## src/hdl/dual_bitmap_allocator_defines.svh

```systemverilog
// Assertion helpers shared by the allocator RTL.
`ifndef DUAL_BITMAP_ALLOCATOR_DEFINES_SVH
`define DUAL_BITMAP_ALLOCATOR_DEFINES_SVH

// Same-cycle implication, disabled while reset is asserted.
`define DBA_ASSERT_SAME(label, clk, rst_n, ante, cons, msg) \
    label: assert property (@(posedge clk) disable iff (!rst_n) (ante) |-> (cons)) \
        else $error(msg);

// Next-cycle implication, disabled while reset is asserted.
`define DBA_ASSERT_NEXT(label, clk, rst_n, ante, cons, msg) \
    label: assert property (@(posedge clk) disable iff (!rst_n) (ante) |=> (cons)) \
        else $error(msg);

`endif

```

## src/hdl/dba_pkg.sv

```systemverilog
package dba_pkg;

    localparam int ITEM_W    = 14;
    localparam int VALUE_W   = 14;
    localparam int BLK_CNT_W = 14;
    localparam int INO_CNT_W = 11;
    localparam int BLK_SIZE_W = 14;
    localparam int INO_SIZE_W = 11;
    localparam int CFG_DATA_W = 14;

    localparam logic [BLK_CNT_W-1:0] BLK_CNT_MAX = '1;
    localparam logic [INO_CNT_W-1:0] INO_CNT_MAX = '1;

    // opcodes
    localparam logic [2:0] OP_MARK_USED = 3'd0;
    localparam logic [2:0] OP_MARK_FREE = 3'd1;
    localparam logic [2:0] OP_FIND      = 3'd2;
    localparam logic [2:0] OP_LOAD_BYTE = 3'd3;
    localparam logic [2:0] OP_SET_COUNT = 3'd4;

    // pool select
    localparam logic POOL_BLOCK = 1'b0;
    localparam logic POOL_INODE = 1'b1;

    // config register indexes
    localparam logic CFG_BLOCK_POOL_SIZE = 1'b0;
    localparam logic CFG_INODE_POOL_SIZE = 1'b1;

    typedef struct packed {
        logic [2:0]         opcode;
        logic               pool;
        logic [ITEM_W-1:0]  item_number;
        logic [VALUE_W-1:0] load_value;
    } t_req;

    typedef struct packed {
        logic [ITEM_W-1:0]    found_number;
        logic                 found;
        logic [BLK_CNT_W-1:0] free_count;
    } t_res;

    typedef struct packed {
        logic [2:0] bit_sel;
        logic       set;
        logic [2:0] start_bit;
    } t_bit_ctl;

    typedef struct packed {
        logic       hit;
        logic [2:0] bit_idx;
    } t_bit_res;

endpackage

```

## src/hdl/dba_bit_unit.sv

```systemverilog
// Shared byte unit: bit set/clear for marks, first-clear search for scans.
module dba_bit_unit (
    input  logic [7:0]        i_byte,
    input  dba_pkg::t_bit_ctl i_ctl,
    output logic [7:0]        o_byte,
    output dba_pkg::t_bit_res o_res
);

    logic [7:0] mask;

    always_comb begin
        mask = 8'd1 << i_ctl.bit_sel;
        if (i_ctl.set) begin
            o_byte = i_byte | mask;
        end else begin
            o_byte = i_byte & ~mask;
        end

        // lowest clear bit at or above the start bit
        o_res.hit     = 1'b0;
        o_res.bit_idx = 3'd0;
        for (int i = 7; i >= 0; i--) begin
            if (!i_byte[i] && (3'(i) >= i_ctl.start_bit)) begin
                o_res.hit     = 1'b1;
                o_res.bit_idx = 3'(i);
            end
        end
    end

endmodule

```

## config.mk

```make
export PLATFORM = sky130hd
export DESIGN_NAME = dba_bit_unit
export DESIGN_NICKNAME = d
export VERILOG_FILES = /design/src/hdl/dual_bitmap_allocator_defines.svh /design/src/hdl/dba_pkg.sv /design/src/hdl/dba_bit_unit.sv
export SDC_FILE = /design/constraint.sdc
export NUM_CORES = 1
export LEC_CHECK = 0
export BUFFER_PORTS_ARGS = -buffer_cell sky130_fd_sc_hd__buf_2
export CAP_MARGIN = 30
export CORE_AREA = 3 3 40 42
export DETAILED_ROUTE_END_ITERATION = 6
export DIE_AREA = 0 0 43 45
export GPL_ROUTABILITY_DRIVEN = 0
export GPL_TIMING_DRIVEN = 1
export PLACE_DENSITY = 0.6
export SYNTH_ARGS = -nofsm -noshare
export SYNTH_HDL_FRONTEND = slang
export SYNTH_SLANG_ARGS = --single-unit
```

## constraint.sdc

```tcl
create_clock -name vclk -period 0.8
set_clock_uncertainty 0.1 [all_clocks]
set_input_delay 0 -clock vclk [all_inputs]
set_output_delay 0 -clock vclk [all_outputs]
set_load 0.05 [all_outputs]
```

==> results of run 1 <==
power by group:
group / internal, mW / leakage, nW / switching (mW)
Combinational: 0.337 / 0.394 / 0.372
Clock: 0 / 0 / 0
Sequential: 0 / 0 / 0
Total: 0.337 / 0.394 / 0.372
logic make-up (layout without fill, tap and decap cells):
logic type,Yosys count,in the layout,synth area share [%]
and+or+nand+nor,21,21,35.21
buffers and inverters,4,38,7.745
AOI/OAI and AO/OA,14,14,28.87
muxes,9,9,28.17
cell usage after synthesis (all sizes together):
master  count
a21o        2
nor2b       1
o21ai       3
nor3        2
and3        1
o22a        1
nand3       1
clkbuf      1
and4b       1
nand3b      2
buf         2
a22o        1
a21oi       3
nand2       3
o22ai       2
and2        1
mux2i       1
nor3b       2
nor2        7
inv         1
o32ai       1
o21a        1
mux2        8
routing by layer:
layer,track usage [%],vias to the layer above,wire length [um]
met1,16.19,223,513
met4,0,0,0
met2,25.75,12,704
li1,-,247,-
met5,0,-,0
met3,0.7968,0,66
final cells by class:
cell class	count	area [um2]	area share (%)
multi-input cells	44	475.5	53.98
repair buffers	37	382.9	43.47
well taps	15	18.77	2.131
inverters	1	3.754	0.4261
how the worst max path moves through the flow:
stage	to	slack, ps	depth (start not counted)
after floorplan	o_res[3]	-320	5
after global placement	o_res[2]	-340	6
after detailed placement	o_res[2]	-360	6
after CTS	o_res[0]	-250	5
after global routing	o_res[1]	-230	6
final	o_res[1]	-190	6
critical path, delay by kind of cell:
family | cells | cell delay [ps]
simple gates | 1 | 40
compound gates | 3 | 560
buf+inv | 2 | 290
per-stage QoR:
stage                     cells  hold slack (ps)  setup TNS (ps)  setup slack, ps  util (%)
final                        97            270.4           -1020           -193.0     68.55
after global routing         97            284.5           -1333           -231.1     68.55
after CTS                    97            285.1           -1120           -251.0     63.19
after detailed placement     97            350.2           -2494           -360.9     48.30
after global placement       97            350.0           -2434           -342.2     48.30
after floorplan              48            12.46           -1071           -324.2         -
what timing repair did:
action                                  CTS  global route
hold buffers                              0             0
resized for setup                        56            14
endpoints found under the setup margin   12            12
pin swaps                                 9             5
==> impl_results.md, run 1 <==
* First-pass GRT wire length at 2.042 mm
* Min setup slack post-route at -193.0 ps
* Share of cells above drive strength 1 at 79.27%
* VDD IR max at 0.4804 mV
* Startpoint Class: primary input
* Initial core utilization at 27.65%
* Worst slew pin tran at 349.8 ps
* Ports at 27
* Status: complete, but fails checks
* Netlist cell types at 26
* Drt wl/cell at 13.24 um
* Crit path DAT at 890 ps
* Port buffer count at 27
* Worst Hold Path EP: o_byte[7]
* Synth top area cells: mux2_1 25%, nor2_1 7.4%, o21ai_4 4.6%, a21oi_1 4.2%, a21o_1 4.2%
* Sequential cell area at 0 um2
* Max_cap viols at 0
* Largest stage delay, worst path at 210 ps
* Post-DP HPWL at 893.1 um
* Final worst-path cycle share at 124.1%
* Largest area contributor in the netlist: mux2_1
* Cells after Synth at 48
* Fill cell count at 95
* Syn Area/Cell at 7.403 um2
* Total GRT Usage at 12.94%
* DRC violations left at 0
* Die area at 1935 um2
* Power per standard cell area at 804.7 nW/um2
* Vias in the first global route at 463
* Final setup viols at 10
* Router iterations before antenna repair at 4
* Number of routed nets with antenna violations at 0
* Synth top area share at 25.35%
* Post-CTS repair timing setup buffer count at 0
* Hold Violations, Final at 0
* Vias per inst at 4.969
* Sequential element share of the synthesized area at 0%
* Slew Limit Fails at 0
* Slowest cell on the critical path: a21oi_1
* Commonest cells after routing, fill and taps aside: 10 x buf_6, 10 x buf_4, 8 x buf_2
* Initial antenna violation count at 0
* Synthesized cell area at 355.3 um2
* Worst setup path start: i_ctl[0]
* Hold path depth at 3
* Placed cell areas at 620.6 um2
* Period minus WS final at 993.0 ps
* Die height at 45 um
* Ant diodes at 0
* Yosys warnings at 0
* Mapped Nets at 63
* Drt first-iter violations at 3
* Failing checks: negative setup slack
* Die width at 43 um
* Row cnt at 13
* Vias at 482
* Critical Path RT at 700 ps
* Hold Crit Start: i_byte[7]
* Total chip power at 0.7088 mW
* Max_slew headroom at 76.43%
* RSZ-0062 raised after global routing: true
* Seq cells at 0
* Remaining global-route overflow at 0
* CP cell instances: buf_8 > a21o_1 > a22o_1 > a21oi_1 > nor2_4 > buf_4
* Nets at 99
* Max Clk Rate at 1007 MHz
* Crit path kind: in -> out
* P&R area growth vs syn at 147.9%
* Pleak at 0.3940 nW
* Crit-path max FO at 7
* Worst hold path class: in -> out
* Final Cell Area at 880.8 um2
* Largest net degree at the start of global routing at 10
* Core ar. at 1285 um2
* Clock buf count at 0
* Routed wire length at 1.284 mm
* Critical Path End Type: output port
No activity file was read; power rests on OpenSTA's default activity.
==> run 2, diff against run 1 <==
==> constraint.sdc (replaced) <==
create_clock -name vclk -period 0.8
set_clock_uncertainty 0.1 [all_clocks]
set_input_delay 0 -clock vclk [all_inputs]
set_output_delay 0 -clock vclk [all_outputs]
set_load 0.005 [all_outputs]
==> impl_results.md, run 2 (synthesis gave the netlist of run 1 again) <==
* Status: complete, but fails checks
* Failing checks: negative setup slack
* Hold Violations, Final at 0 (unchanged)
* Crit path kind: in -> out
* Crit path DAT at 810 ps (-80 ps)
* First-pass GRT wire length at 1.952 mm (-4.4%)
* Number of routed nets with antenna violations at 0 (unchanged)
* Hold Slack at 184.8 ps (-85.54 ps)
* Max Clk Rate at 1101 MHz (+9.4%)
* Total GRT Usage at 12.28% (-0.65 points)
* Pleak at 0.3526 nW (-11%)
* Vias in the first global route at 459 (-0.86%)
* Router iterations before antenna repair at 4 (unchanged)
* Seq cells at 0 (unchanged)
* Ant diodes at 0 (unchanged)
* Internal at 0.2592 mW (-23%)
* Logic pwr share at 100.0% (about the same)
* Share of cells above drive strength 1 at 72.15% (-7.1 points)
* Crit-path max FO at 4 (-3)
* Final worst-path cycle share at 113.5% (-11 points)
* Commonest cells after routing, fill and taps aside: 16 x buf_2, 8 x buf_6, 5 x mux2_4, 5 x buf_4, 4 x nor2_1
* Routed wire length at 1.284 mm (unchanged)
* Drt wl/cell at 13.66 um (+3.2%)
* Fill cell count at 107 (+13%)
* Switching fraction of total power at 39.35% (-13 points)
* Initial antenna violation count at 0 (unchanged)
* Setup WS pre-CTS at -192.9 ps (+168.0 ps)
* P&R area growth vs syn at 112.3%
* Cells after DPL at 93 (-4.1%)
* Row cnt at 13 (unchanged)
* Power per standard cell area at 566.5 nW/um2 (-30%)
* Core ar. at 1285 um2 (unchanged)
* Period minus WS final at 908.0 ps (-85.03 ps)
* Sequential cell area at 0 um2 (unchanged)
* Worst slew pin tran at 211.1 ps (-138.7 ps)
* Startpoint Class: primary input
* Remaining global-route overflow at 0 (unchanged)
* Nets at 96 (-3.0%)
* VDD IR max at 0.2865 mV (-40%)
* Largest net degree at the start of global routing at 10 (unchanged)
* Worst hold path class: in -> out
* Vias per inst at 5.138 (+3.4%)
* Worst setup path start: i_ctl[2]
* Vias at 483 (+0.21%)
* Clk pwr share at 0% (unchanged)
* Seq pwr share at 0% (unchanged)
* RSZ-0062 raised after global routing: true
* Die area at 1935 um2 (unchanged)
* Ports at 27 (unchanged)
* Drt first-iter violations at 9 (+6)
* Initial core utilization at 27.65% (unchanged)
* Layout Cells excl Fill at 94 (-3.1%)
* Cts hold-fix bufs at 0 (unchanged)
* Critical Path RT at 700 ps (about the same)
* Port buffer count at 27 (unchanged)
* Min setup slack post-route at -108.0 ps (+85.03 ps)
* Post-CTS repair timing setup buffer count at 0 (unchanged)
* Max_cap viols at 0 (unchanged)
* Hold Crit Start: i_byte[4]
* Post-DP HPWL at 868.9 um (-2.7%)
* DRC violations left at 0 (unchanged)
* Commonest non-fill, non-tap cell in the layout: buf_2
* Die width at 43 um (unchanged)
* Critical Path End Type: output port
* Clock buf count at 0 (unchanged)
* Reported net switching power at 0.1682 mW (-55%)
* Die height at 45 um (unchanged)
* Final setup viols at 9 (-1)
* Slew Limit Fails at 0 (unchanged)
* Max_slew headroom at 85.93% (+9.5 points)
run 2: cell types whose count changed in the layout (fill, tap and decap cells not counted), moves of 2 or more:
cell,change
buf_6,-2
mux2_1,+3
mux2_2,-2
buf_2,+8
nor2_4,-2
buf_4,-5
buf_8,-4
run 2: worst max-delay path, cell delays in order:
cell and delay [ps]:
bufbuf_16 240, a22o_1 220, nor2b_4 130, nor3_2 90
buf_2 130
run 2: power by group through the flow:
stage | Combinational [mW] | Sequential [mW] | Clock [mW]
floorplan | 0.147 | 0 | 0
global placement | 0.282 | 0 | 0
detailed placement | 0.285 | 0 | 0
CTS | 0.374 | 0 | 0
global route | 0.461 | 0 | 0
finish | 0.427 | 0 | 0
run 2: worst paths after layout:
path              cells past startpoint        end  slack (ps)
setup / recovery                      5   o_res[2]        -110
hold / removal                        3  o_byte[4]         180
run 2: stage by stage:
stage / cell area, um2 / setup TNS (ps) / power (mW) / util [%]
2_1_floorplan: 359.1 / -36.76 / 0.1465 / -
3_3_place_gp: 534.3 / -1167 / 0.2818 / 41.58
3_5_place_dp: 534.3 / -1188 / 0.2851 / 41.58
4_1_cts: 683.2 / -491.7 / 0.3743 / 53.16
5_1_grt: 754.5 / -826.8 / 0.4605 / 58.71
6_report: 754.5 / -537.2 / 0.4274 / 58.71
run 2: per-layer routing:
layer  wire, um  GRT usage [%]
met1        494          14.32
met2        717          26.35
met3         57              0
met4         16              0
met5          0              0
run 2: repair_timing:
action | CTS | global route
endpoints found under the setup margin | 11 | 11
gates resized for setup | 30 | 18
cloned | 1 | 0
pin swaps | 9 | 9
run 2: cell type report:
type	count	area, um2	area share (%)
multi-input combinational	44	416.7	55.22
timing repair buffer	34	315.3	41.79
tap	15	18.77	2.488
inverter	1	3.754	0.4975
